### config.mk
export PLATFORM = sky130hd
export DESIGN_NAME = drive_filename_parser
export DESIGN_NICKNAME = d
export VERILOG_FILES = /design/src/hdl/dfp_pkg.sv /design/src/hdl/dfp_core.sv /design/src/hdl/dfp_emit.sv /design/src/hdl/drive_filename_parser.sv
export SDC_FILE = /design/constraint.sdc
export NUM_CORES = 1
export LEC_CHECK = 0
export ABC_AREA = 1
export ABC_CLOCK_PERIOD_IN_PS = 7700
export BUFFER_PORTS_ARGS = -buffer_cell sky130_fd_sc_hd__buf_2
export CORE_MARGIN = 8
export CORE_UTILIZATION = 30
export DETAILED_ROUTE_END_ITERATION = 8
export GPL_TIMING_DRIVEN = 0
export SYNTH_ARGS = -nofsm -noshare
export SYNTH_HDL_FRONTEND = slang
export SYNTH_SLANG_ARGS = --single-unit
export TNS_END_PERCENT = 30
### constraint.sdc
create_clock -name i_clk -period 7.7 [get_ports i_clk]
set_clock_uncertainty 0.1 [all_clocks]
set_input_delay 1.155 -clock i_clk [delete_from_list [all_inputs] [get_ports i_clk]]
set_output_delay 1.155 -clock i_clk [all_outputs]
set_load 0.02 [all_outputs]
### src/hdl/dfp_pkg.sv
// ----------------------------------------------------------------------------
// Drive filename parser package
// Shared types and character constants for the drive filename parser.
// ----------------------------------------------------------------------------
package dfp_pkg;

    localparam int NAME_LEN_DEF = 13;
    localparam int EXT_LEN_DEF  = 3;
    localparam int MAX_BEATS    = 16;

    localparam logic [7:0] DEFAULT_DRIVE_RST = 8'h41;

    localparam logic [7:0] CH_SPACE = 8'h20;
    localparam logic [7:0] CH_COLON = 8'h3A;
    localparam logic [7:0] CH_DOT   = 8'h2E;
    localparam logic [7:0] CH_CTRL  = 8'h20;
    localparam logic [7:0] CH_A     = 8'h41;
    localparam logic [7:0] CH_L     = 8'h4C;
    localparam logic [7:0] CH_Q     = 8'h51;
    localparam logic [7:0] CH_S     = 8'h53;
    localparam logic [7:0] CH_T     = 8'h54;
    localparam logic [7:0] CH_LC_A  = 8'h61;
    localparam logic [7:0] CH_LC_Z  = 8'h7A;
    localparam logic [7:0] CASE_BIT = 8'h20;

    typedef enum logic [2:0] {
        PH_IDLE,
        PH_SKIP1,
        PH_LOOK,
        PH_SKIP2,
        PH_NAME,
        PH_DOTCHK,
        PH_EXT
    } t_phase;

    typedef struct packed {
        logic        valid;
        logic [7:0]  drive;
    } t_bad;

    typedef struct packed {
        logic        start;
        logic [7:0]  drive;
        logic [15:0] consumed;
    } t_burst;

endpackage

### src/hdl/dfp_core.sv
// ----------------------------------------------------------------------------
// Drive filename parser core
// Input register, default drive register and the per-byte parse step.
// ----------------------------------------------------------------------------
module dfp_core #(
    parameter int NAME_LEN = dfp_pkg::NAME_LEN_DEF,
    parameter int EXT_LEN  = dfp_pkg::EXT_LEN_DEF,
    localparam int TOTAL   = NAME_LEN + EXT_LEN,
    localparam int AW      = $clog2(TOTAL),
    localparam int CW      = $clog2(TOTAL + 1),
    localparam int NW      = $clog2(NAME_LEN + 1)
) (
    input  logic                 i_clk,
    input  logic                 i_rst_n,
    input  logic                 i_in_valid,
    input  logic [7:0]           i_data_byte,
    input  logic                 i_first,
    output logic                 o_in_stall,
    input  logic                 i_cfg_valid,
    input  logic [7:0]           i_cfg_default_drive,
    output logic                 o_cfg_ready,
    input  logic                 i_emit_busy,
    input  logic                 i_out_free,
    output logic                 o_wr_en,
    output logic [AW-1:0]        o_wr_addr,
    output logic [7:0]           o_wr_data,
    output dfp_pkg::t_burst      o_burst,
    output logic [NW-1:0]        o_nfill,
    output logic [CW-1:0]        o_cnt,
    output dfp_pkg::t_bad        o_bad
);

    localparam logic [CW-1:0] NAME_C  = CW'(NAME_LEN);
    localparam logic [CW-1:0] TOTAL_C = CW'(TOTAL);

    typedef struct packed {
        dfp_pkg::t_phase phase;
        logic [CW-1:0]   cnt;
        logic [NW-1:0]   nfill;
        logic [15:0]     cons;
        logic            we;
        logic [AW-1:0]   waddr;
        logic            burst;
    } t_txt;

    function automatic t_txt text_step(input t_txt s, input logic [7:0] c);
        t_txt o;
        logic ctrl;
        logic done;
        o       = s;
        o.we    = 1'b0;
        o.burst = 1'b0;
        o.waddr = s.cnt[AW-1:0];
        done    = 1'b0;
        ctrl    = (c < dfp_pkg::CH_CTRL) || (c == dfp_pkg::CH_COLON);
        if (o.phase == dfp_pkg::PH_SKIP2) begin
            if (c == dfp_pkg::CH_SPACE) begin
                o.cons = o.cons + 16'd1;
                done   = 1'b1;
            end else begin
                o.phase = dfp_pkg::PH_NAME;
            end
        end
        if (!done && o.phase == dfp_pkg::PH_NAME) begin
            done = 1'b1;
            if (c == dfp_pkg::CH_DOT) begin
                o.cons  = o.cons + 16'd1;
                o.nfill = NW'(o.cnt);
                o.cnt   = NAME_C;
                o.phase = dfp_pkg::PH_EXT;
            end else if (ctrl) begin
                o.burst = 1'b1;
                o.phase = dfp_pkg::PH_IDLE;
            end else begin
                o.we    = 1'b1;
                o.cnt   = o.cnt + CW'(1);
                o.cons  = o.cons + 16'd1;
                o.nfill = NW'(o.cnt);
                if (o.cnt >= NAME_C) begin
                    o.phase = dfp_pkg::PH_DOTCHK;
                end
            end
        end
        if (!done && o.phase == dfp_pkg::PH_DOTCHK) begin
            o.phase = dfp_pkg::PH_EXT;
            if (c == dfp_pkg::CH_DOT) begin
                o.cons = o.cons + 16'd1;
                done   = 1'b1;
            end
        end
        if (!done && o.phase == dfp_pkg::PH_EXT) begin
            if (ctrl) begin
                o.burst = 1'b1;
                o.phase = dfp_pkg::PH_IDLE;
            end else begin
                o.we   = 1'b1;
                o.cnt  = o.cnt + CW'(1);
                o.cons = o.cons + 16'd1;
                if (o.cnt >= TOTAL_C) begin
                    o.burst = 1'b1;
                    o.phase = dfp_pkg::PH_IDLE;
                end
            end
        end
        return o;
    endfunction

    function automatic logic [7:0] to_upper(input logic [7:0] d);
        if (d >= dfp_pkg::CH_LC_A && d <= dfp_pkg::CH_LC_Z) begin
            return d - dfp_pkg::CASE_BIT;
        end
        return d;
    endfunction

    function automatic logic drive_ok(input logic [7:0] d);
        return d inside {[dfp_pkg::CH_A:dfp_pkg::CH_L], dfp_pkg::CH_T, dfp_pkg::CH_S,
                         dfp_pkg::CH_Q};
    endfunction

    logic            r_in_valid;
    logic [7:0]      r_in_byte;
    logic            r_in_first;
    logic [7:0]      r_default;
    dfp_pkg::t_phase r_phase, n_phase;
    logic [7:0]      r_held, n_held;
    logic [CW-1:0]   r_cnt, n_cnt;
    logic [NW-1:0]   r_nfill, n_nfill;
    logic [15:0]     r_cons, n_cons;
    logic [7:0]      r_drive, n_drive;

    t_txt            base, t1, t2;
    logic [7:0]      held_b, drive_b, up;
    logic            res_bad;
    logic            res_burst;
    logic            wr_req;
    logic            core_take;

    always_comb begin
        base.phase = r_in_first ? dfp_pkg::PH_SKIP1 : r_phase;
        base.cnt   = r_in_first ? '0 : r_cnt;
        base.nfill = r_in_first ? '0 : r_nfill;
        base.cons  = r_in_first ? '0 : r_cons;
        base.we    = 1'b0;
        base.waddr = '0;
        base.burst = 1'b0;
        held_b     = r_in_first ? 8'd0 : r_held;
        drive_b    = r_in_first ? 8'd0 : r_drive;
        up         = to_upper(held_b);

        n_phase   = base.phase;
        n_cnt     = base.cnt;
        n_nfill   = base.nfill;
        n_cons    = base.cons;
        n_held    = held_b;
        n_drive   = drive_b;
        wr_req    = 1'b0;
        o_wr_addr = '0;
        res_bad   = 1'b0;
        res_burst = 1'b0;
        t1        = base;
        t2        = base;

        case (base.phase)
            dfp_pkg::PH_SKIP1: begin
                if (r_in_byte == dfp_pkg::CH_SPACE) begin
                    n_cons = base.cons + 16'd1;
                end else begin
                    n_held  = r_in_byte;
                    n_phase = dfp_pkg::PH_LOOK;
                    wr_req  = 1'b1;
                end
            end
            dfp_pkg::PH_LOOK: begin
                if (r_in_byte == dfp_pkg::CH_COLON) begin
                    if (!drive_ok(up)) begin
                        res_bad = 1'b1;
                        n_phase = dfp_pkg::PH_IDLE;
                    end else begin
                        n_drive = up;
                        n_cons  = base.cons + 16'd2;
                        n_phase = dfp_pkg::PH_SKIP2;
                    end
                end else begin
                    n_drive  = r_default;
                    t1       = base;
                    t1.phase = dfp_pkg::PH_SKIP2;
                    t1       = text_step(t1, held_b);
                    t2       = t1.burst ? t1 : text_step(t1, r_in_byte);
                    // The held byte already sits in entry zero of the store.
                    wr_req    = !t1.burst && t2.we;
                    o_wr_addr = t2.waddr;
                    res_burst = t2.burst;
                    n_phase   = t2.phase;
                    n_cnt     = t2.cnt;
                    n_nfill   = t2.nfill;
                    n_cons    = t2.cons;
                end
            end
            dfp_pkg::PH_SKIP2, dfp_pkg::PH_NAME, dfp_pkg::PH_DOTCHK,
            dfp_pkg::PH_EXT: begin
                t2        = text_step(base, r_in_byte);
                wr_req    = t2.we;
                o_wr_addr = t2.waddr;
                res_burst = t2.burst;
                n_phase   = t2.phase;
                n_cnt     = t2.cnt;
                n_nfill   = t2.nfill;
                n_cons    = t2.cons;
            end
            default: begin
            end
        endcase
    end

    assign core_take   = r_in_valid && !i_emit_busy && !(res_bad && !i_out_free);
    assign o_in_stall  = r_in_valid && !core_take;
    assign o_cfg_ready = 1'b1;
    assign o_wr_data   = r_in_byte;
    assign o_wr_en     = core_take && wr_req;

    always_comb begin
        o_bad.valid      = core_take && res_bad;
        o_bad.drive      = up;
        o_burst.start    = core_take && res_burst;
        o_burst.drive    = n_drive;
        o_burst.consumed = n_cons;
        o_nfill          = n_nfill;
        o_cnt            = n_cnt;
    end

    always_ff @(posedge i_clk) begin
        if (!i_rst_n) begin
            r_in_valid <= 1'b0;
        end else if (!o_in_stall) begin
            r_in_valid <= i_in_valid;
        end
    end

    always_ff @(posedge i_clk) begin
        if (!o_in_stall) begin
            r_in_byte  <= i_data_byte;
            r_in_first <= i_first;
        end
    end

    always_ff @(posedge i_clk) begin
        if (!i_rst_n) begin
            r_default <= dfp_pkg::DEFAULT_DRIVE_RST;
        end else if (i_cfg_valid) begin
            r_default <= i_cfg_default_drive;
        end
    end

    always_ff @(posedge i_clk) begin
        if (!i_rst_n) begin
            r_phase <= dfp_pkg::PH_IDLE;
            r_held  <= 8'd0;
            r_cnt   <= '0;
            r_nfill <= '0;
            r_cons  <= 16'd0;
            r_drive <= 8'd0;
        end else if (core_take) begin
            r_phase <= n_phase;
            r_held  <= n_held;
            r_cnt   <= n_cnt;
            r_nfill <= n_nfill;
            r_cons  <= n_cons;
            r_drive <= n_drive;
        end
    end

endmodule

### src/hdl/dfp_emit.sv
// ----------------------------------------------------------------------------
// Drive filename parser emitter
// Name store, sequential read-out with padding, and the result register.
// ----------------------------------------------------------------------------
module dfp_emit #(
    parameter int NAME_LEN = dfp_pkg::NAME_LEN_DEF,
    parameter int EXT_LEN  = dfp_pkg::EXT_LEN_DEF,
    localparam int TOTAL   = NAME_LEN + EXT_LEN,
    localparam int AW      = $clog2(TOTAL),
    localparam int CW      = $clog2(TOTAL + 1),
    localparam int NW      = $clog2(NAME_LEN + 1),
    localparam int N_EMIT  = (TOTAL < dfp_pkg::MAX_BEATS) ? TOTAL : dfp_pkg::MAX_BEATS
) (
    input  logic                 i_clk,
    input  logic                 i_rst_n,
    input  logic                 i_wr_en,
    input  logic [AW-1:0]        i_wr_addr,
    input  logic [7:0]           i_wr_data,
    input  dfp_pkg::t_burst      i_burst,
    input  logic [NW-1:0]        i_nfill,
    input  logic [CW-1:0]        i_cnt,
    input  dfp_pkg::t_bad        i_bad,
    input  logic                 i_out_stall,
    output logic                 o_busy,
    output logic                 o_out_free,
    output logic                 o_out_valid,
    output logic [7:0]           o_char_out,
    output logic [3:0]           o_position,
    output logic [7:0]           o_drive,
    output logic                 o_status,
    output logic [15:0]          o_consumed,
    output logic                 o_last
);

    localparam logic [AW-1:0] LAST_K = AW'(N_EMIT - 1);
    localparam logic [CW-1:0] NAME_C = CW'(NAME_LEN);

    logic [7:0]    mem [TOTAL];
    logic          r_fetch;
    logic [AW-1:0] r_k;
    logic          r_pend;
    logic [AW-1:0] r_pk;
    logic [7:0]    r_rd;
    logic [7:0]    r_b_drive;
    logic [15:0]   r_b_cons;
    logic [NW-1:0] r_b_nfill;
    logic [CW-1:0] r_b_cnt;
    logic          r_ov;
    logic [7:0]    r_char;
    logic [3:0]    r_pos;
    logic [7:0]    r_drv;
    logic          r_st;
    logic [15:0]   r_cons;
    logic          r_last;

    logic          out_load;
    logic          fetch_en;
    logic          filled;
    logic [CW-1:0] pk_w;

    assign o_out_free = !r_ov || !i_out_stall;
    assign out_load   = r_pend && o_out_free;
    assign fetch_en   = r_fetch && (!r_pend || out_load);
    assign o_busy     = r_fetch || r_pend;
    assign pk_w       = CW'(r_pk);
    assign filled     = (pk_w < NAME_C) ? (pk_w < CW'(r_b_nfill)) : (pk_w < r_b_cnt);

    always_ff @(posedge i_clk) begin
        if (i_wr_en) begin
            mem[i_wr_addr] <= i_wr_data;
        end
    end

    always_ff @(posedge i_clk) begin
        if (fetch_en) begin
            r_rd <= mem[r_k];
            r_pk <= r_k;
        end
    end

    always_ff @(posedge i_clk) begin
        if (i_burst.start) begin
            r_b_drive <= i_burst.drive;
            r_b_cons  <= i_burst.consumed;
            r_b_nfill <= i_nfill;
            r_b_cnt   <= i_cnt;
        end
    end

    always_ff @(posedge i_clk) begin
        if (!i_rst_n) begin
            r_fetch <= 1'b0;
            r_k     <= '0;
            r_pend  <= 1'b0;
        end else begin
            if (i_burst.start) begin
                r_fetch <= 1'b1;
                r_k     <= '0;
            end else if (fetch_en) begin
                r_k <= r_k + AW'(1);
                if (r_k == LAST_K) begin
                    r_fetch <= 1'b0;
                end
            end
            if (fetch_en) begin
                r_pend <= 1'b1;
            end else if (out_load) begin
                r_pend <= 1'b0;
            end
        end
    end

    always_ff @(posedge i_clk) begin
        if (!i_rst_n) begin
            r_ov <= 1'b0;
        end else if (out_load || i_bad.valid) begin
            r_ov <= 1'b1;
        end else if (!i_out_stall) begin
            r_ov <= 1'b0;
        end
    end

    always_ff @(posedge i_clk) begin
        if (out_load) begin
            r_char <= filled ? r_rd : dfp_pkg::CH_SPACE;
            r_pos  <= 4'(r_pk);
            r_drv  <= r_b_drive;
            r_st   <= 1'b0;
            r_cons <= r_b_cons;
            r_last <= (r_pk == LAST_K);
        end else if (i_bad.valid) begin
            r_char <= 8'd0;
            r_pos  <= 4'd0;
            r_drv  <= i_bad.drive;
            r_st   <= 1'b1;
            r_cons <= 16'd0;
            r_last <= 1'b1;
        end
    end

    assign o_out_valid = r_ov;
    assign o_char_out  = r_char;
    assign o_position  = r_pos;
    assign o_drive     = r_drv;
    assign o_status    = r_st;
    assign o_consumed  = r_cons;
    assign o_last      = r_last;

endmodule

### src/hdl/drive_filename_parser.sv
// ----------------------------------------------------------------------------
// Drive filename parser
// Parses a drive-qualified filename from a byte stream into padded beats.
// ----------------------------------------------------------------------------
// One text byte is taken per clock cycle when not stalled. Bytes that
// complete no filename give no output. The byte that ends a filename starts
// a burst of min(NAME_LEN + EXT_LEN, 16) output beats, one per cycle when the
// output is not stalled; the burst is read from the name store through its
// single read port, and for its length only the one-beat input register
// accepts further bytes. A bad drive letter gives a single beat with status
// set. The name store needs no clearing pass after reset.
module drive_filename_parser #(
    parameter int NAME_LEN = dfp_pkg::NAME_LEN_DEF,
    parameter int EXT_LEN  = dfp_pkg::EXT_LEN_DEF
) (
    input  logic        i_clk,
    input  logic        i_rst_n,
    input  logic        i_in_valid,
    output logic        o_in_stall,
    input  logic [7:0]  i_data_byte,
    input  logic        i_first,
    input  logic        i_cfg_valid,
    output logic        o_cfg_ready,
    input  logic [7:0]  i_cfg_default_drive,
    output logic        o_out_valid,
    input  logic        i_out_stall,
    output logic [7:0]  o_char_out,
    output logic [3:0]  o_position,
    output logic [7:0]  o_drive,
    output logic        o_status,
    output logic [15:0] o_consumed,
    output logic        o_last
);

    localparam int TOTAL = NAME_LEN + EXT_LEN;
    localparam int AW    = $clog2(TOTAL);
    localparam int CW    = $clog2(TOTAL + 1);
    localparam int NW    = $clog2(NAME_LEN + 1);

    logic            emit_busy;
    logic            out_free;
    logic            wr_en;
    logic [AW-1:0]   wr_addr;
    logic [7:0]      wr_data;
    dfp_pkg::t_burst burst;
    logic [NW-1:0]   nfill;
    logic [CW-1:0]   cnt;
    dfp_pkg::t_bad   bad;

    dfp_core #(
        .NAME_LEN (NAME_LEN),
        .EXT_LEN  (EXT_LEN)
    ) u_core (
        .i_clk               (i_clk),
        .i_rst_n             (i_rst_n),
        .i_in_valid          (i_in_valid),
        .i_data_byte         (i_data_byte),
        .i_first             (i_first),
        .o_in_stall          (o_in_stall),
        .i_cfg_valid         (i_cfg_valid),
        .i_cfg_default_drive (i_cfg_default_drive),
        .o_cfg_ready         (o_cfg_ready),
        .i_emit_busy         (emit_busy),
        .i_out_free          (out_free),
        .o_wr_en             (wr_en),
        .o_wr_addr           (wr_addr),
        .o_wr_data           (wr_data),
        .o_burst             (burst),
        .o_nfill             (nfill),
        .o_cnt               (cnt),
        .o_bad               (bad)
    );

    dfp_emit #(
        .NAME_LEN (NAME_LEN),
        .EXT_LEN  (EXT_LEN)
    ) u_emit (
        .i_clk       (i_clk),
        .i_rst_n     (i_rst_n),
        .i_wr_en     (wr_en),
        .i_wr_addr   (wr_addr),
        .i_wr_data   (wr_data),
        .i_burst     (burst),
        .i_nfill     (nfill),
        .i_cnt       (cnt),
        .i_bad       (bad),
        .i_out_stall (i_out_stall),
        .o_busy      (emit_busy),
        .o_out_free  (out_free),
        .o_out_valid (o_out_valid),
        .o_char_out  (o_char_out),
        .o_position  (o_position),
        .o_drive     (o_drive),
        .o_status    (o_status),
        .o_consumed  (o_consumed),
        .o_last      (o_last)
    );

endmodule

# --- Word-level counts from Yosys, hierarchy flattened ---
# Memories as Yosys holds them, arrays and structs flattened. A register that Yosys moved wholly into a read port is not among the register bits.
# Cells that the tools add are included.
totals:
  mem_count: 1
  register_bits: 144
  ram_bits: 128
  out_inout_bits: 41
op_classes:
  n_reduce_logical: 52
  addsub: 19
  muxes: 193
  magnitude_cmp: 14
  eq_ne: 28
  bitwise: 1
memory_table:
  columns: ["memory", "depth", "width", "read_ports", "rd_clocked_by_memory_dff", "wr", "line", "source"]
  rows:
  - ["u_emit.mem", 16, 8, 1, 1, 1, "dfp_emit.sv:38", "logic [7:0] mem [TOTAL];"]
op_table:
  columns: ["operator", "n"]
  rows:
  - ["2-to-1 mux 16 bit", 26]
  - ["2-to-1 mux 29 bit", 8]
  - ["adder 16 x 1 -> 16 bit, second input constant", 11]
  - ["2-to-1 mux 17 bit", 10]
  - ["2-to-1 mux 8 bit", 21]
  - ["2-to-1 mux 3 bit", 33]
  - ["2-to-1 mux 28 bit", 3]
  - ["2-to-1 mux 26 bit", 3]
  - ["2-to-1 mux 1 bit", 70]
  - ["equality test 8 x 6 -> 1 bit, second input constant", 6]
  - ["one-hot mux 16 bit (3 select lines)", 1]
  - ["equality test 3 bit, second input constant", 12]
  - ["2-to-1 mux 34 bit", 1]
  - ["adder 5 x 1 -> 5 bit, second input constant", 5]
  - ["2-to-1 mux 5 bit", 5]
  - ["equality test 8 x 7 -> 1 bit, second input constant", 3]
  - ["logical AND 1 bit", 21]
  - ["2-to-1 mux 4 bit", 5]
  - ["logical NOT 1 bit", 17]
  - ["adder 16 x 2 -> 16 bit, second input constant", 1]
  - [">= comparator 8 x 7 -> 1 bit, second input constant", 2]
  - ["<= comparator 8 x 7 -> 1 bit, second input constant", 2]
  - ["less-than comparator 8 x 6 -> 1 bit, second input constant", 2]
  - ["one-hot mux 4 bit (2 select lines)", 2]
  - ["other kinds (23)", 37]

# --- Longest topological paths before layout ---
# Gate-level depths: netlist of run 1.
logic_depth:
  depth_word: 49
  mapped_depth: 43
  depth_no_buf: 41

# --- By module ---
# Synthesis of run 1 repeated with hierarchy kept, for this count alone.
unflattened:
  hier_cells: 2534
  area_unflattened_um2: 18619.1
by_module_without_submodules:
  columns: ["module", "n_inst", "cells_per_inst", "area_per_inst_um2"]
  rows:
  - ["dfp_core", 1, 1820, 10025.9]
  - ["dfp_emit", 1, 714, 8593.2]

# --- Worst setup path after synthesis of run 1 ---
# No wires, ideal clock.
synth_path:
  path_kind: "register -> register"
  from: "register u_core.r_in_first"
  to: "register u_emit.r_k[1]"
  stages_incl_launch_ff: 29
  slack_ps: 2021
  setup_time_ps: 132
  arrival_ps: 5447
  path_cell_list: "edfxtp_1 buf_4 clkbuf_1 nor2_1 inv_1 ha_1 nor3_1 nor2_1 nand2_1 nand2_1 nand2_2 nand3_4 nor2_1 inv_1 nor2_1 nand2_1 o21ai_0 inv_1 ha_1 nand2_1 xor2_1 nand2_1 nand2_1 nand3_1 nand2_1 a31oi_1 inv_1 nand2_1 a211oi_1"
synth_rtl:
  columns: ["item", "line", "source"]
  rows:
  - ["start, declared", "dfp_core.sv:122", "logic r_in_first;"]
  - ["start signal, assigned", "dfp_core.sv:242", "r_in_first <= i_first;"]
  - ["end signal, assigned", "dfp_emit.sv:100", "r_k <= r_k + AW'(1);"]
  - ["end, declared", "dfp_emit.sv:40", "logic [AW-1:0] r_k;"]

==> results of run 1 <==
## flip-flops by register name (all words and copies together) (netlist names), 16 cells and up
| register | count |
|---|---|
| u_emit.o_consumed | 16 |
| u_emit.r_b_cons | 16 |
| u_core.r_cons | 16 |
| u_emit.mem | 128 |
## area by class of cell
| type | count | area, um^2 | share of cell area, % |
|---|---|---|---|
| well taps | 773 | 967.2 | 4.826 |
| inverters | 301 | 1130 | 5.638 |
| flip-flops and latches | 280 | 7797 | 38.91 |
| repair buffers | 62 | 347.8 | 1.736 |
| plain buffers | 73 | 336.6 | 1.679 |
| multi-input cells | 1645 | 8499 | 42.41 |
| clock inverters | 23 | 257.7 | 1.286 |
| clock buffers | 29 | 704.4 | 3.515 |
## worst min-delay path: cells and delay by family (launching register included)
family | cells | cell delay [ps]
flip-flops | 1 | 310
AO/OA/AOI/OAI | 1 | 50
buffers and inverters | 1 | 40
## cells in the final DEF (no fill, tap or decap), types with 5 or more instances in the layout
master,n
o221ai_1,30
nor3_1,25
nor2_1,326
dfxtp_1,61
nand2_2,21
nor4_1,5
o21ai_1,16
edfxtp_1,219
nor3_2,6
xor2_1,31
a211oi_1,12
clkbuf_16,28
o21ai_0,194
clkinv_1,11
clkinv_2,5
nor2_2,22
xor2_2,6
a31oi_1,5
or2_2,6
o22ai_1,45
nand4_1,43
o211ai_1,23
nand3b_1,5
nor2_4,12
nand2_1,452
xnor2_1,19
a21oi_1,71
nand3_2,8
ha_1,25
clkbuf_1,60
inv_1,274
nand3_1,181
buf_2,65
inv_2,23
buf_4,5
o311ai_0,8
## worst min path at each step
| stage | endpoint | cells past startpoint | start | slack [ps] |
|---|---|---|---|---|
| final | u_emit.o_status | 2 | u_emit.o_status | 350 |
| after global routing | u_emit.o_status | 2 | u_emit.o_status | 390 |
| after CTS | u_emit.o_status | 2 | u_emit.o_status | 360 |
| after detailed placement | u_emit.o_status | 2 | u_emit.o_status | 350 |
| after global placement | u_emit.o_status | 2 | u_emit.o_status | 340 |
| after floorplan | u_core.r_default[0] | 2 | u_core.r_default[0] | 330 |
## per-stage QoR
step,utilization (%),hold WS [ps]
final,34.08,350.8
after global routing,34.08,390.8
after CTS,34.08,356.2
after detailed placement,32.45,346.3
after global placement,32.34,337.3
after floorplan,-,329.2
## per-layer routing
layer / up-vias / wire [um] / GRT usage (%)
li1: 8002 / - / -
met2: 657 / 26490 / 27.15
met3: 132 / 4498 / 2.119
met1: 7709 / 25610 / 22.95
met4: 0 / 2095 / 5.888
met5: - / 0 / 0
## where the power goes
| part | leakage, nW | switching (mW) | internal (mW) |
|---|---|---|---|
| clock | 0.460 | 0.610 | 0.807 |
| sequential | 2.57 | 0.0479 | 1.68 |
| combinational | 4.90 | 0.537 | 0.198 |
| total | 7.93 | 1.19 | 2.69 |
## cell families (layout without fill, tap and decap cells)
kind of cell | Yosys count | count (layout)
simple gates | 1126 | 1126
other cells | 1 | 1
buf+inv | 374 | 488
flops | 280 | 280
fa+ha+maj | 25 | 25
xor+xnor | 58 | 58
compound gates | 435 | 435
==> results.toml, run 1 <==
[worst_setup_path]
cp-endpoint = "u_emit.r_b_cons[15]"
cp_num_buf_inv = 7
r2r_slack_ps = 1130
crit_type = "flop to flop"
timing.rr.start = "u_core.r_in_first"
r2r.worst_path.cells = 33
cp.arrival_ps = 6780
path_max_fanout = 10
cp_common_cell = "nand2_1"
cp_top_family = "simple AND/OR/NAND/NOR gates"
cpPeakStageDelay_ps = 490
start_kind = "flop"
cp.required_ps = 7910
crit_slowest_cell = "nor2_1"
critical_path.endpoint_type = "flop"
cp-startpoint = "u_core.r_in_first"
reg2reg_to = "u_emit.r_b_cons[15]"
crit_cells = 33

[sta]
tns_ps = 0
fin_crit_sh_pct = 85.31
rsz0062_at_grt = "false"
maxSlewViolCount = 0
hold_violations = 0
fin_ws_ps = 1131
clock.fmax_mhz = 152.2
min_period_ps = 6569
maxSlewHeadroom_pct = 33.84
max_slew.worst_pin.slew_ps = 988.7
setup_viol = 0

[logic_synthesis]
synth-warning-count = 0
synth_cell_types = 59
syn_area_um2 = 17750
synthMuxAreaShare_pct = 0
async_reset_ff_share_pct = 0
syn_nets = 2346
synth_top_family_by_area = "simple AND/OR/NAND/NOR gates"
synthFlopType = "edfxtp_1"
synth-seq-area-share_pct = 43.94
synthAdderAreaFrac_pct = 1.763
synth_edf_count = 219
synthSimpleGateAreaFrac_pct = 28.31
syn_avg_cell_area_um2 = 7.719
netlist_instances = 2299
ys_ff_latch = 280
synth_xor_area_share_pct = 3.201
synth_top_cell_by_area = "edfxtp_1"
ys_top_cells_by_area = "edfxtp_1 37%, nand2_1 9.6%, nor2_1 6.9%"
synth-compound-area-share_pct = 14.50
yosys-top-cells-count = "453 x nand2_1, 326 x nor2_1, 274 x inv_1"
yosysMostFrequentCell = "nand2_1"
synth.top_cell.area_share_pct = 37.06

[clock_tree]
cts_setup_buffers = 0
hold_buffers = 0
cts_root_buf = "clkbuf_16"
clkSlewWorstSetupHoldPaths_ps = 70
cts-resized-gates = 0
cts_max_level = 1
clk_latency_ps = 570
cts_sinks = 280
cts_tree = "yes"
cts_max_path_buffers = 3
cts_made_buffers = 28

[global_routing]
grt_pass1_vias = 15216
grt_max_degree = 25
grt_use_total_pct = 16.79
antenna_found_initial = 0
grt_first_pass_wirelength_mm = 89.71
grt_overflow = 0

[run_status]
status = "complete, no violations"

[routing]
first_iter_violations = 1619
routed_wl_mm = 58.69
via_count = 16500
drt_pre_antenna_iters = 6
routedWlPerCell_um = 18.42
drc = 0
postRouteAntennaNets = 0
viasPerCell = 5.179

[place]
placed_cell_area_um2 = 19080
dp_hpwl_mm = 44.96
placement.io_buffers = 60
place_inst = 3134
pre_cts_ws_ps = 1323
place.gp.congestion = 1.003

[die]
start_util_pct = 30.18
die_area_um2 = 67190
top_level_ports = 63
fp-row-count = 89
die_x_um = 259.2
coreArea_um2 = 58800
die_h_um = 259.2

[power]
powerDensity_nw_per_um2 = 193.7
ir_worst_vdd_mv = 0.1696
finalPower_mw = 3.882
leakage_nw = 7.931

[layout]
drive_gt1_share_pct = 9.988
diodes = 0
area_growth_pct = 12.93
nNetsFinal = 2438
stdcell_count = 3186
fillerInstances = 6279
stdcell_area_um2 = 20040

[hold_path]
hold_path.class = "flop to flop"

[flow_run]
cap_viol_max_count = 0
(Power assumes the default switching activity.)
==> run 2, diff against run 1 <==
Settings changed: GPL_TIMING_DRIVEN 0 to not set.
==> run 2 against run 1 <==
Against the previous run: non-clock buffer count decreased by 46; sequential share of layout area increased by 0.51 points; global-route usage increased by 0.13 points; design area decreased by 1.3%; largest cell class unchanged; routed wire length increased by 0.39%; power decreased by 3.0%.
==> results.toml, run 2 (synthesis results as in run 1) <==
[clock_tree]
cts_tree = "yes"
cts_root_buf = "clkbuf_16"
cts-resized-gates = 0
cts_made_buffers = 28
cts_setup_buffers = 0
clk_latency_ps = 560
cts_max_level = 1
hold_buffers = 0
clkSlewWorstSetupHoldPaths_ps = 60
cts_max_path_buffers = 3
cts_sinks = 280

[worst_setup_path]
critical_path.endpoint_type = "flop"
cp.arrival_ps = 6640
path_max_fanout = 33
crit_type = "flop to flop"
cpPeakStageDelay_ps = 560
cp.required_ps = 7920
crit_slowest_cell = "inv_2"
cp_num_buf_inv = 7
cp_top_family = "simple AND/OR/NAND/NOR gates"
cp_common_cell = "nand2_1"
start_kind = "flop"

[sta]
maxSlewViolCount = 0
hold_violations = 0
min_period_ps = 6427
rsz0062_at_grt = "false"
max_slew.worst_pin.slew_ps = 1155
clock.fmax_mhz = 155.6
whs_ps = 357.2
tns_ps = 0
fin_crit_sh_pct = 83.47
setup_viol = 0
maxSlewHeadroom_pct = 22.89

[die]
die_area_um2 = 67190
die_x_um = 259.2
fp-row-count = 89
die_h_um = 259.2
coreArea_um2 = 58800
start_util_pct = 30.18
top_level_ports = 63

[run_status]
status = "complete, no violations"

[layout]
final_cell_mix = "452 x nand2_1, 326 x nor2_1, 274 x inv_1, 219 x edfxtp_1, 194 x o21ai_0"
final_common_cell = "nand2_1"
stdcell_count = 3138
drive_gt1_share_pct = 10.70
diodes = 0
largest_register_ffs = 128
nNetsFinal = 2392
fillerInstances = 6160
area_growth_pct = 11.50
top_register = "u_emit.mem"
post-route-util_pct = 33.65

[global_routing]
grt_use_total_pct = 16.92
grt_first_pass_wirelength_mm = 90.06
grt_pass1_vias = 15479
grt_max_degree = 69
grt_overflow = 0
antenna_found_initial = 0

[hold_path]
hold_path.class = "flop to flop"

[place]
dp_hpwl_mm = 44.02
placement.io_buffers = 61
place_inst = 3088
place.gp.congestion = 1.004

[flow_run]
cap_viol_max_count = 0

[routing]
first_iter_violations = 1576
via_count = 16551
viasPerCell = 5.274
routed_wl_mm = 58.92
postRouteAntennaNets = 0
routedWlPerCell_um = 18.78
drt_pre_antenna_iters = 6
drc = 0

[power]
powerDensity_nw_per_um2 = 190.4
finalPower_mw = 3.767
ir_worst_vdd_mv = 0.1711
leakage_nw = 7.889
run 2: changes by cell type in the layout (fill, tap and decap cells not counted), moves of 2 or more:
cell	change
buf_6	-2
clkinv_2	+2
buf_2	-4
clkinv_1	-2
clkinvlp_4	-2
clkbuf_1	-56
buf_8	-2
bufinv_16	-2
buf_4	+23
run 2: final cells by class:
class | instances | area, um^2 | share of cell area, %
clock buffers | 32 | 715.7 | 3.617
flip-flops and latches | 280 | 7799 | 39.41
repair buffers | 89 | 515.5 | 2.605
clock inverters | 18 | 155.1 | 0.7841
inverters | 301 | 1130 | 5.710
multi-input cells | 1645 | 8504 | 42.98
well taps | 773 | 967.2 | 4.888
run 2: power breakdown:
part | total, mW | leakage, nW | internal (mW) | switching [mW]
registers | 1.70 | 2.57 | 1.68 | 0.0238
clock network | 1.31 | 0.429 | 0.733 | 0.582
logic | 0.747 | 4.89 | 0.198 | 0.549
total | 3.77 | 7.89 | 2.61 | 1.15
run 2: routing by layer:
layer	track usage, %	routed length [um]	vias to the layer above
met5	0	0	-
li1	-	-	7898
met3	1.759	3960	100
met1	22.19	25110	7869
met2	28.29	27580	684
met4	6.960	2274	0
run 2: path summary, 6_finish.rpt:
path | slack, ps | from | end | cells after the start
worst min register to register | 360 | u_emit.o_status | u_emit.o_status | 2
worst max register to register | 1270 | u_core.r_in_first | u_emit.r_b_cons[11] | 36
worst max-delay path | 1270 | u_core.r_in_first | u_emit.r_b_cons[11] | 36
worst min-delay path | 360 | u_emit.o_status | u_emit.o_status | 2
run 2: tightest hold or removal path, delay by kind of cell (launching register included):
family | cells | cell delay [ps]
AOI/OAI and AO/OA | 1 | 50
buffers and inverters | 1 | 50
DFF | 1 | 310
run 2: stage by stage:
| step | area, um^2 | setup WS (ps) |
|---|---|---|
| after floorplan | 17750 | 2021 |
| after global placement | 18920 | 1528 |
| after detailed placement | 18920 | 1318 |
| after CTS | 19790 | 1306 |
| after global routing | 19790 | 705.9 |
| final | 19790 | 1273 |
==> run 3, diff against run 2 <==
Settings changed: ABC_AREA 1 to 0, ABC_CLOCK_PERIOD_IN_PS 7700 to 5600.
Clock period 7.7 ns to 5.6 ns, I/O delays scaled along.
==> run 3 against run 2 <==
Against the previous run: cell count decreased by 5.6%; combinational power increased by 19%; sequential power increased by 38%; largest cell class unchanged.
==> results.toml, run 3 <==
[worst_setup_path]
r2r.worst_path.cells = 23
crit_type = "flop to flop"
start_kind = "flop"
crit_slowest_cell = "nor4_4"
critical_path.endpoint_type = "flop"
cp.arrival_ps = 5790
path_max_fanout = 8
cp.required_ps = 5830
path_cells = "nor4_4, nand3_2, xnor2_2, ha_4, nor2_1, nor2_1, ha_2, nand3_4, nor3_1, nand3_1, xor2_2, buf_4, nand4_1, buf_4, nor2_2, mux2i_2, a2111o_1, a21oi_2, a31oi_4, nor4_4, nand4_1, and3_1, o31a_1"
cpPeakStageDelay_ps = 510
cp-startpoint = "u_core.r_held[3]"
timing.rr.start = "u_core.r_held[3]"

[logic_synthesis]
synth-warning-count = 0
synth_cell_types = 100
yosys-top-cells-count = "219 x edfxtp_1, 211 x nand2_1, 164 x nor2_1"
synth_edf_count = 219
synthFlopType = "edfxtp_1"
syn_nets = 1953
synth-seq-area-share_pct = 42.37
synth_top_cell_by_area = "edfxtp_1"
ys_ff_latch = 280
syn_avg_cell_area_um2 = 9.655
netlist_instances = 1906
synth.top_cell.area_share_pct = 35.74
async_reset_ff_share_pct = 0
syn_area_um2 = 18400
ys_top_cells_by_area = "edfxtp_1 36%, dfxtp_1 6.6%, xnor2_1 5.0%"
yosysMostFrequentCell = "edfxtp_1"

[sta]
rsz0062_at_grt = "true"
setup_viol = 0
fin_ws_ps = 31.46
hold_violations = 0
whs_ps = 341.1
maxSlewViolCount = 0
max_slew.worst_pin.slew_ps = 1107
fin_crit_sh_pct = 99.44
min_period_ps = 5569
maxSlewHeadroom_pct = 25.96
clock.fmax_mhz = 179.6
tns_ps = 0

[die]
start_util_pct = 30.43
top_level_ports = 63
fp-row-count = 90
coreArea_um2 = 60470
die_x_um = 263.7
die_area_um2 = 69520
die_h_um = 263.7

[clock_tree]
cts_max_path_buffers = 3
cts_max_level = 1
clkSlewWorstSetupHoldPaths_ps = 70
cts_sinks = 280
cts_tree = "yes"
clk_latency_ps = 580
cts_made_buffers = 29
cts_root_buf = "clkbuf_16"

[place]
dp_hpwl_mm = 49.80
placed_cell_area_um2 = 21290
place.gp.congestion = 1.029
pre_cts_ws_ps = 8.422
placement.io_buffers = 61
place_inst = 2887

[power]
finalPower_mw = 5.089
leakage_nw = 7.920
powerDensity_nw_per_um2 = 224.3
ir_worst_vdd_mv = 0.1852

[flow_run]
cap_viol_max_count = 0

[global_routing]
grt_use_total_pct = 18.23
grt_first_pass_wirelength_mm = 99.56
grt_max_degree = 60
antenna_found_initial = 4
grt_overflow = 0
grt_pass1_vias = 15924

[layout]
stdcell_area_um2 = 22680
area_growth_pct = 23.26
regArea_um2 = 7799
fillerInstances = 5928
stdcell_count = 2961
largest_register_ffs = 128
post-route-util_pct = 37.51
drive_gt1_share_pct = 24.66
multi_input_area_um2 = 10500
nNetsFinal = 2202
final_common_cell = "buf_4"
final_cell_mix = "266 x buf_4, 219 x edfxtp_1, 209 x nand2_1, 162 x nor2_1, 100 x xnor2_1"
top_register = "u_emit.mem"

[hold_path]
hold_path.class = "primary input to flop"
min_from = "i_data_byte[2]"
whs_path_depth = 1

[routing]
first_iter_violations = 1914
viasPerCell = 5.675
via_count = 16803
drc = 0
postRouteAntennaNets = 0
routedWlPerCell_um = 22.54
drt_pre_antenna_iters = 6
routed_wl_mm = 66.73

[run_status]
status = "complete, no violations"
==> run 3: where the power goes <==
group          internal, mW  total, mW  switching [mW]
clock                  1.03       1.85           0.830
sequential             2.29       2.34          0.0497
combinational         0.324      0.892           0.567
total                  3.64       5.09            1.45
==> run 3: path summary, 6_finish.rpt <==
kind,to,slack [ps]
min,u_core.o_wr_data[2],340
max,u_emit.r_b_cons[15],30
min reg2reg,u_core.r_drive[5],360
max reg2reg,u_emit.r_b_cons[15],30
==> run 3: critical path: cells and delay by family, from the launching register on <==
family	cells	cell delay, ps
and+or+nand+nor	12	2330
AOI/OAI and AO/OA	4	1020
adders and majority gates	2	500
xor gates and xnor gates	2	460
DFF	1	390
buffers and inverters	2	390
muxes	1	110
==> run 3: cells by family after synthesis <==
logic type	share of synthesized area, %
xor+xnor	7.023
buf+inv	3.270
compound gates	16.28
mux	7.003
flops	42.37
other cells	0.02038
simple gates	22.33
fa+ha+maj	1.700
==> run 3: area by class of cell <==
cell class | instances | share of cell area [%]
clock inverter | 10 | 0.3641
timing repair buffer | 329 | 10.33
sequential | 280 | 34.38
multi-input combinational | 1476 | 46.30
antenna | 1 | 0.01103
inverter | 39 | 0.6785
tap | 782 | 4.314
clock buffer | 44 | 3.624
==> run 3: timing repair <==
| action | CTS | global route |
|---|---|---|
| endpoints found under the setup margin | 3 | 26 |
| hold buffers | 0 | 0 |
| pin swaps | 0 | 24 |
| resized for setup | 2 | 64 |
| buffers inserted | 0 | 19 |
==> run 3: per-layer routing <==
metal / track usage, % / vias up / share of wire [%]
met2: 27.85 / 807 / 43
met1: 26.06 / 8198 / 44
li1: - / 7673 / -
met4: 5.561 / 2 / 3.2
met5: 0 / - / 0.019
met3: 3.140 / 123 / 9.5
